==> src/rtl/rftb_pkg.sv <==
`default_nettype none

package rftb_pkg;

    localparam int PEER_SLOTS_DEF = 16;
    localparam int ID_BITS_DEF    = 6;
    localparam int CNT_W          = 5;
    localparam logic [CNT_W-1:0] PEER_COUNT_RST = CNT_W'(10);

    typedef struct packed {
        logic valid;
        logic found;
        logic last;
    } tok_ctrl_t;

endpackage

`default_nettype wire

==> src/rtl/rftb_cell.sv <==
`default_nettype none

module rftb_cell #(
    parameter int ID_BITS  = rftb_pkg::ID_BITS_DEF,
    parameter int SLOT_W   = 4,
    parameter int FNUM_W   = 3,
    parameter int CELL_IDX = 0
) (
    input  wire                      clk,
    input  wire                      rst_n,
    input  wire                      wr_en,
    input  wire  [ID_BITS-1:0]       wr_id,
    input  wire                      active,
    input  wire rftb_pkg::tok_ctrl_t in_ctrl,
    input  wire  [FNUM_W-1:0]        in_fnum,
    input  wire  [ID_BITS-1:0]       in_key,
    input  wire  [ID_BITS-1:0]       in_best_id,
    input  wire  [SLOT_W-1:0]        in_best_slot,
    input  wire  [ID_BITS-1:0]       in_low_id,
    input  wire  [SLOT_W-1:0]        in_low_slot,
    output rftb_pkg::tok_ctrl_t      out_ctrl,
    output logic [FNUM_W-1:0]        out_fnum,
    output logic [ID_BITS-1:0]       out_key,
    output logic [ID_BITS-1:0]       out_best_id,
    output logic [SLOT_W-1:0]        out_best_slot,
    output logic [ID_BITS-1:0]       out_low_id,
    output logic [SLOT_W-1:0]        out_low_slot
);

    logic [ID_BITS-1:0] id_reg;

    rftb_pkg::tok_ctrl_t ctrl_reg, ctrl_next;
    logic [FNUM_W-1:0]  fnum_reg;
    logic [ID_BITS-1:0] key_reg;
    logic [ID_BITS-1:0] best_id_reg, best_id_next;
    logic [SLOT_W-1:0]  best_slot_reg, best_slot_next;
    logic [ID_BITS-1:0] low_id_reg, low_id_next;
    logic [SLOT_W-1:0]  low_slot_reg, low_slot_next;

    logic low_take;
    logic best_take;

    always_comb
    begin
        low_take  = active && (id_reg < in_low_id);
        best_take = active && (id_reg >= in_key) && (!in_ctrl.found || (id_reg < in_best_id));

        ctrl_next       = in_ctrl;
        ctrl_next.found = in_ctrl.found | best_take;
        best_id_next    = best_take ? id_reg : in_best_id;
        best_slot_next  = best_take ? SLOT_W'(CELL_IDX) : in_best_slot;
        low_id_next     = low_take ? id_reg : in_low_id;
        low_slot_next   = low_take ? SLOT_W'(CELL_IDX) : in_low_slot;
    end

    always_ff @(posedge clk)
    begin
        if (wr_en)
        begin
            id_reg <= wr_id;
        end
    end

    always_ff @(posedge clk or negedge rst_n)
    begin
        if (!rst_n)
        begin
            ctrl_reg <= '0;
        end
        else
        begin
            ctrl_reg <= ctrl_next;
        end
    end

    always_ff @(posedge clk)
    begin
        fnum_reg      <= in_fnum;
        key_reg       <= in_key;
        best_id_reg   <= best_id_next;
        best_slot_reg <= best_slot_next;
        low_id_reg    <= low_id_next;
        low_slot_reg  <= low_slot_next;
    end

    assign out_ctrl      = ctrl_reg;
    assign out_fnum      = fnum_reg;
    assign out_key       = key_reg;
    assign out_best_id   = best_id_reg;
    assign out_best_slot = best_slot_reg;
    assign out_low_id    = low_id_reg;
    assign out_low_slot  = low_slot_reg;

endmodule

`default_nettype wire

==> src/rtl/ring_finger_table_builder_core.sv <==
// Load word: accepted while not busy, no result; the next word can follow at once.
// Query word: fingers enter a chain of PEER_SLOTS cells one per cycle; results
// leave the chain end one per cycle, ID_BITS in all, the last one flagged.
// A query raises busy through the issue sequencer and holds it until its last
// result has left the chain end; the next word is taken once busy has fallen.
// Results cannot be stalled. Reset: control clear, peer_count 10, slot ids undefined.
`default_nettype none

module ring_finger_table_builder_core #(
    parameter  int PEER_SLOTS = rftb_pkg::PEER_SLOTS_DEF,
    parameter  int ID_BITS    = rftb_pkg::ID_BITS_DEF,
    localparam int SLOT_W     = $clog2(PEER_SLOTS),
    localparam int FNUM_W     = $clog2(ID_BITS)
) (
    input  wire                        clk,
    input  wire                        rst_n,
    input  wire                        start,
    output logic                       busy,
    input  wire                        cmd,
    input  wire  [SLOT_W-1:0]          slot_index,
    input  wire  [ID_BITS-1:0]         peer_id,
    input  wire                        cfg_valid,
    output logic                       cfg_ready,
    input  wire  [rftb_pkg::CNT_W-1:0] cfg_data,
    output logic                       result_valid,
    output logic [FNUM_W-1:0]          finger_number,
    output logic [ID_BITS-1:0]         finger_key,
    output logic [SLOT_W-1:0]          owner_slot,
    output logic [ID_BITS-1:0]         owner_id,
    output logic                       last_finger
);

    localparam int CNT_W = rftb_pkg::CNT_W;

    logic [CNT_W-1:0]   peer_count_reg;
    logic               issuing_reg, issuing_next;
    logic [FNUM_W-1:0]  issue_cnt_reg, issue_cnt_next;
    logic [ID_BITS-1:0] node_reg, node_next;

    logic accept;
    logic issue_last;
    logic in_flight;

    rftb_pkg::tok_ctrl_t ctrl_s      [0:PEER_SLOTS];
    logic [FNUM_W-1:0]   fnum_s      [0:PEER_SLOTS];
    logic [ID_BITS-1:0]  key_s       [0:PEER_SLOTS];
    logic [ID_BITS-1:0]  best_id_s   [0:PEER_SLOTS];
    logic [SLOT_W-1:0]   best_slot_s [0:PEER_SLOTS];
    logic [ID_BITS-1:0]  low_id_s    [0:PEER_SLOTS];
    logic [SLOT_W-1:0]   low_slot_s  [0:PEER_SLOTS];

    logic [PEER_SLOTS-1:0] wr_en;
    logic [PEER_SLOTS-1:0] active;

    assign cfg_ready = 1'b1;
    assign accept    = start && !busy;

    always_ff @(posedge clk or negedge rst_n)
    begin
        if (!rst_n)
        begin
            peer_count_reg <= rftb_pkg::PEER_COUNT_RST;
        end
        else if (cfg_valid && cfg_ready)
        begin
            peer_count_reg <= cfg_data;
        end
    end

    // finger issue sequencer
    assign issue_last = (issue_cnt_reg == FNUM_W'(ID_BITS - 1));

    always_comb
    begin
        issuing_next   = issuing_reg;
        issue_cnt_next = issue_cnt_reg;
        node_next      = node_reg;
        if (accept && cmd)
        begin
            issuing_next   = 1'b1;
            issue_cnt_next = '0;
            node_next      = peer_id;
        end
        else if (issuing_reg)
        begin
            issue_cnt_next = issue_cnt_reg + 1'b1;
            if (issue_last)
            begin
                issuing_next = 1'b0;
            end
        end
    end

    always_ff @(posedge clk or negedge rst_n)
    begin
        if (!rst_n)
        begin
            issuing_reg   <= 1'b0;
            issue_cnt_reg <= '0;
        end
        else
        begin
            issuing_reg   <= issuing_next;
            issue_cnt_reg <= issue_cnt_next;
        end
    end

    always_ff @(posedge clk)
    begin
        node_reg <= node_next;
    end

    // chain head: fresh search token
    always_comb
    begin
        ctrl_s[0].valid = issuing_reg;
        ctrl_s[0].found = 1'b0;
        ctrl_s[0].last  = issue_last;
        fnum_s[0]       = issue_cnt_reg;
        key_s[0]        = node_reg + (ID_BITS'(1) << issue_cnt_reg);
        best_id_s[0]    = '0;
        best_slot_s[0]  = '0;
        low_id_s[0]     = '1;
        low_slot_s[0]   = '0;
    end

    for (genvar i = 0; i < PEER_SLOTS; i++)
    begin : g_cell
        assign wr_en[i]  = accept && !cmd && (slot_index == SLOT_W'(i));
        assign active[i] = (i == 0) || (32'(i) < 32'(peer_count_reg));

        rftb_cell #(
            .ID_BITS  (ID_BITS),
            .SLOT_W   (SLOT_W),
            .FNUM_W   (FNUM_W),
            .CELL_IDX (i)
        ) u_cell (
            .clk           (clk),
            .rst_n         (rst_n),
            .wr_en         (wr_en[i]),
            .wr_id         (peer_id),
            .active        (active[i]),
            .in_ctrl       (ctrl_s[i]),
            .in_fnum       (fnum_s[i]),
            .in_key        (key_s[i]),
            .in_best_id    (best_id_s[i]),
            .in_best_slot  (best_slot_s[i]),
            .in_low_id     (low_id_s[i]),
            .in_low_slot   (low_slot_s[i]),
            .out_ctrl      (ctrl_s[i+1]),
            .out_fnum      (fnum_s[i+1]),
            .out_key       (key_s[i+1]),
            .out_best_id   (best_id_s[i+1]),
            .out_best_slot (best_slot_s[i+1]),
            .out_low_id    (low_id_s[i+1]),
            .out_low_slot  (low_slot_s[i+1])
        );
    end

    always_comb
    begin
        in_flight = 1'b0;
        for (int k = 1; k <= PEER_SLOTS; k++)
        begin
            in_flight = in_flight | ctrl_s[k].valid;
        end
    end

    assign busy = issuing_reg || in_flight;

    // no id at or above key: wrap to smallest id
    assign result_valid  = ctrl_s[PEER_SLOTS].valid;
    assign last_finger   = ctrl_s[PEER_SLOTS].last;
    assign finger_number = fnum_s[PEER_SLOTS];
    assign finger_key    = key_s[PEER_SLOTS];
    assign owner_slot    = ctrl_s[PEER_SLOTS].found ? best_slot_s[PEER_SLOTS]
                                                    : low_slot_s[PEER_SLOTS];
    assign owner_id      = ctrl_s[PEER_SLOTS].found ? best_id_s[PEER_SLOTS]
                                                    : low_id_s[PEER_SLOTS];

    a_query_busy: assert property (@(posedge clk) disable iff (!rst_n)
        (start && !busy && cmd) |=> busy)
        else $error("query accepted without raising busy");

    a_owner_in_use: assert property (@(posedge clk) disable iff (!rst_n)
        result_valid |-> ((owner_slot == '0) || (32'(owner_slot) < 32'(peer_count_reg))))
        else $error("owner slot outside slots in use");

    a_finger_seq: assert property (@(posedge clk) disable iff (!rst_n)
        (result_valid && !last_finger) |=>
            (result_valid && (finger_number == FNUM_W'($past(finger_number) + 1'b1))))
        else $error("finger results not consecutive");

    a_last_number: assert property (@(posedge clk) disable iff (!rst_n)
        (result_valid && last_finger) |-> (finger_number == FNUM_W'(ID_BITS - 1)))
        else $error("last finger flag on wrong finger");

endmodule

`default_nettype wire

==> config.mk <==
export PLATFORM = sky130hd
export DESIGN_NAME = ring_finger_table_builder_core
export DESIGN_NICKNAME = d
export VERILOG_FILES = /design/src/rtl/rftb_pkg.sv /design/src/rtl/rftb_cell.sv /design/src/rtl/ring_finger_table_builder_core.sv
export SDC_FILE = /design/constraint.sdc
export NUM_CORES = 1
export LEC_CHECK = 0
export ABC_CLOCK_PERIOD_IN_PS = 3700
export BUFFER_PORTS_ARGS = -buffer_cell sky130_fd_sc_hd__clkbuf_2
export CAP_MARGIN = 20
export CORE_ASPECT_RATIO = 1.75
export CORE_MARGIN = 2
export CORE_UTILIZATION = 40
export CTS_CLUSTER_SIZE = 40
export DETAILED_ROUTE_END_ITERATION = 8
export PLACE_DENSITY_LB_ADDON = 0.3
export SLEW_MARGIN = 15
export SYNTH_ARGS = -nofsm -noshare
export SYNTH_HDL_FRONTEND = slang
export SYNTH_SLANG_ARGS = --single-unit
==> constraint.sdc <==
create_clock -name clk -period 3.7 [get_ports clk]
set_input_delay 0.555 -clock clk [delete_from_list [all_inputs] [get_ports clk]]
set_output_delay 0.555 -clock clk [all_outputs]
set_load 0.05 [all_outputs]
==> flow_summary.ini <==
[clock_network]
clk_pin_slew_worst_paths_ns = 0.07
clock_tree.buffer_depth = 3
clk_latency_ns = 0.60
cts_tree = done
numCtsBuffers = 52
cts-root-buf = clkbuf_16
postCtsSetupBuffers = 0
cts_sinks = 593
cts_resized = 0
ctsHtreeMaxLevel = 2
cts_hold_buf = 1

[place]
dp_cells = 2665
dpl.hpwl_mm = 39.9
place.gp.congestion = 0.815
pre_cts_ws_ns = 0.640
io_buffers = 41

[global_routing]
grt_pass1_vias = 14300
grt_pass1_wl_mm = 78.9
grtUsageTotal_pct = 17.7
grt_overflow = 0
antenna_found_initial = 0
grt_max_degree = 48

[min_path]
hold_path_class = in2reg

[detailed_routing]
drc_errors = 0
drt_iter0_drc = 571
post_drt_wl_per_cell_um = 18.5
wl_met2_mm = 30.1
drt_pass1_iterations = 5
vias_per_cell = 4.81
vias = 13300
routed_wl_mm = 51.1
ant_nets = 0
met3WireLength_mm = 1.40
highest_layer = met4
wl_met1_mm = 16.5

[timing]
period_share_pct = 83.3
period_minus_slack_ns = 3.08
final.setup_skew_ns = 0.0361
worst_slew_pin_slew_ns = 0.768
fmax_mhz = 325
finalSetupViolCount = 0
hold_ws_ns = 0.185
drv_slew = 0
finalSetupTns_ns = 0
maxSlewHeadroom_pct = 48.8
hold_viol_final = 0
rsz0062_at_grt = false
setup_slack_ns = 0.619

[power]
seq_power_share_pct = 47.8
clkPwrFrac_pct = 25.6
p_sw_share_pct = 30.8
ir_drop_mv = 0.387
p_switching_mw = 6.51
leakagePower_nw = 11.8
powerDensity_mw_per_mm2 = 813
combPwrFrac_pct = 26.6
p_int_mw = 14.6

[finish]
final-instance-count-excl-fill = 2763
regArea_sq_mm = 0.0132
final_util_pct = 45.3
nNetsFinal = 2230
multi_input_area_sq_mm = 0.00889
drive_above_1_share_pct = 18.7
nFillCells = 5206
antenna_cells = 0
area_growth_pct = 12.0

[floorplan]
initial_utilization_pct = 40.5
die_h_um = 323
ioPinCount = 43
dieWidth_um = 186
rows = 116
core_area_sq_mm = 0.0573
dieArea_sq_mm = 0.0601

[worst_setup_path]
path_class = reg2reg
max_stage_delay_ns = 0.44
start_kind = flip-flop
crit_arrival_ns = 3.62
cp.required_ns = 4.24
critPathMaxFanout = 7
slowest_stage = o21ai_0
path_cells = inv_1 > ha_1 > nor2b_1 > ha_1 > a21o_1 > a21oi_1 > o21bai_1 > a21oi_1 > xor2_1 > inv_1 > ha_1 > nand2_1 > o21ai_0 > and2_1
cp-end-kind = flip-flop
cp_common_cell = ha_1

[yosys]
synth-seq-cells = 593
yosysUniqueCellTypes = 75
syn_nets = 2157
synth-seq-area-share_pct = 56.8
avgSynthCellArea_sq_um = 12.3
syn_inst = 1880
ys.flop_type = dfxtp_1
ys_top_cells_by_area = dfxtp_1 (37%), ha_1 (14%), edfxtp_1 (13%)
synth.top_cell.area_share_pct = 37.4
async_flop_share_pct = 9.61
synth_edf_count = 102
synth.yosys.warnings = 0
yosysTopAreaCell = dfxtp_1
synth.cell_area_sq_mm = 0.0232

[outcome]
status = completed

[run]
maxCapViolCount = 0
final timing paths:
kind                                                   start                               to  slack, ns  cells past startpoint
worst max register to register              issue_cnt_reg[1]  g_cell[0].u_cell.out_best_id[5]       0.62                     14
worst min-delay path                             cfg_data[3]                peer_count_reg[3]       0.18                      2
worst min register to register  g_cell[3].u_cell.out_fnum[0]     g_cell[4].u_cell.out_fnum[0]       0.32                      0
worst max-delay path                        issue_cnt_reg[1]  g_cell[0].u_cell.out_best_id[5]       0.62                     14
max in group asynchronous                              rst_n     g_cell[8].u_cell.out_ctrl[1]       2.26                      3
min in group asynchronous                              rst_n    g_cell[14].u_cell.out_ctrl[0]       0.42                      2
logic make-up after synthesis:
| logic type | Yosys count | share of synthesized area (%) |
|---|---|---|
| muxes | 193 | 9.55 |
| adders and majority gates | 257 | 13.9 |
| buffers and inverters | 293 | 4.93 |
| xor gates and xnor gates | 6 | 0.226 |
| DFF | 593 | 56.8 |
| and+or+nand+nor | 291 | 7.26 |
| other | 1 | 0.0162 |
| AOI/OAI and AO/OA | 246 | 7.36 |
Yosys cell counts, types with 11 or more instances:
cell      count
dfxtp_1     434
a21o_1       48
o21ai_0      41
nand2b_1     76
and2_1       20
mux2_1       11
nor2_1       36
or2_2        32
a21oi_1      74
inv_1       267
mux2_2      169
nor2b_1      28
nand2_1      40
dfrtp_1      55
ha_1        256
mux2_4       12
edfxtp_1    102
nand3_1      21
area by class of cell:
class                      count  area share [%]
timing repair buffer          45           0.915
sequential                   593            50.7
multi-input combinational    994            34.2
clock buffer                  73            5.71
clock inverter                24           0.905
tap                          767            3.69
inverter                     267            3.86
placed cells by master, fill, tap and decap left out, types with 4 or more instances in the layout:
cell	Yosys	final
a2111o_1	4	4
a211oi_1	9	9
a21boi_0	6	6
a21o_1	48	48
a21oi_1	74	74
a21oi_2	7	7
a31oi_1	5	5
and2_1	20	20
clkbuf_1	9	14
clkbuf_16	0	55
clkbuf_2	0	40
clkbuf_8	0	4
clkinv_1	0	6
clkinv_2	0	8
dfrtp_1	55	55
dfxtp_1	434	434
edfxtp_1	102	102
ha_1	256	256
inv_1	267	267
mux2_1	11	11
mux2_2	169	169
mux2_4	12	12
nand2_1	40	40
nand2b_1	76	76
nand3_1	21	21
nand3b_1	6	6
nor2_1	36	36
nor2b_1	28	28
nor3_1	7	7
nor3_2	5	5
o211ai_1	6	6
o21ai_0	41	41
o21ai_1	6	6
o21bai_1	6	6
or2_2	32	32
per-layer routing:
layer / up-vias / track usage [%]
li1: 6514 / -
met1: 6438 / 15.6
met2: 213 / 36.4
met3: 127 / 2.36
met4: 0 / 10.4
met5: - / 0
worst max-delay path, delay by kind of cell, from the launching register on:
family | cells | cell delay [ns]
AO/OA/AOI/OAI | 5 | 1.07
adder cells (fa/ha/maj) | 3 | 0.71
AND/OR/NAND/NOR | 3 | 0.44
flip-flops | 1 | 0.42
XOR/XNOR | 1 | 0.21
buffers and inverters | 2 | 0.16
power by group through the flow:
stage          registers, mW  logic (mW)  clock network (mW)
5_1_grt                 10.3        6.41                5.79
3_5_place_dp            10.3        5.68                   0
6_report                10.1        5.61                5.41
3_3_place_gp            10.2        5.49                   0
4_1_cts                 10.2        5.73                5.55
2_1_floorplan           9.79        4.35                   0
stage by stage:
step / area [sq um] / total power [mW]
final: 26000 / 21.1
after detailed placement: 24300 / 16.0
after global placement: 24300 / 15.7
after floorplan: 23200 / 14.1
after CTS: 26000 / 21.4
after global routing: 26000 / 22.5
Note: power is estimated with default switching activity, not from simulation.
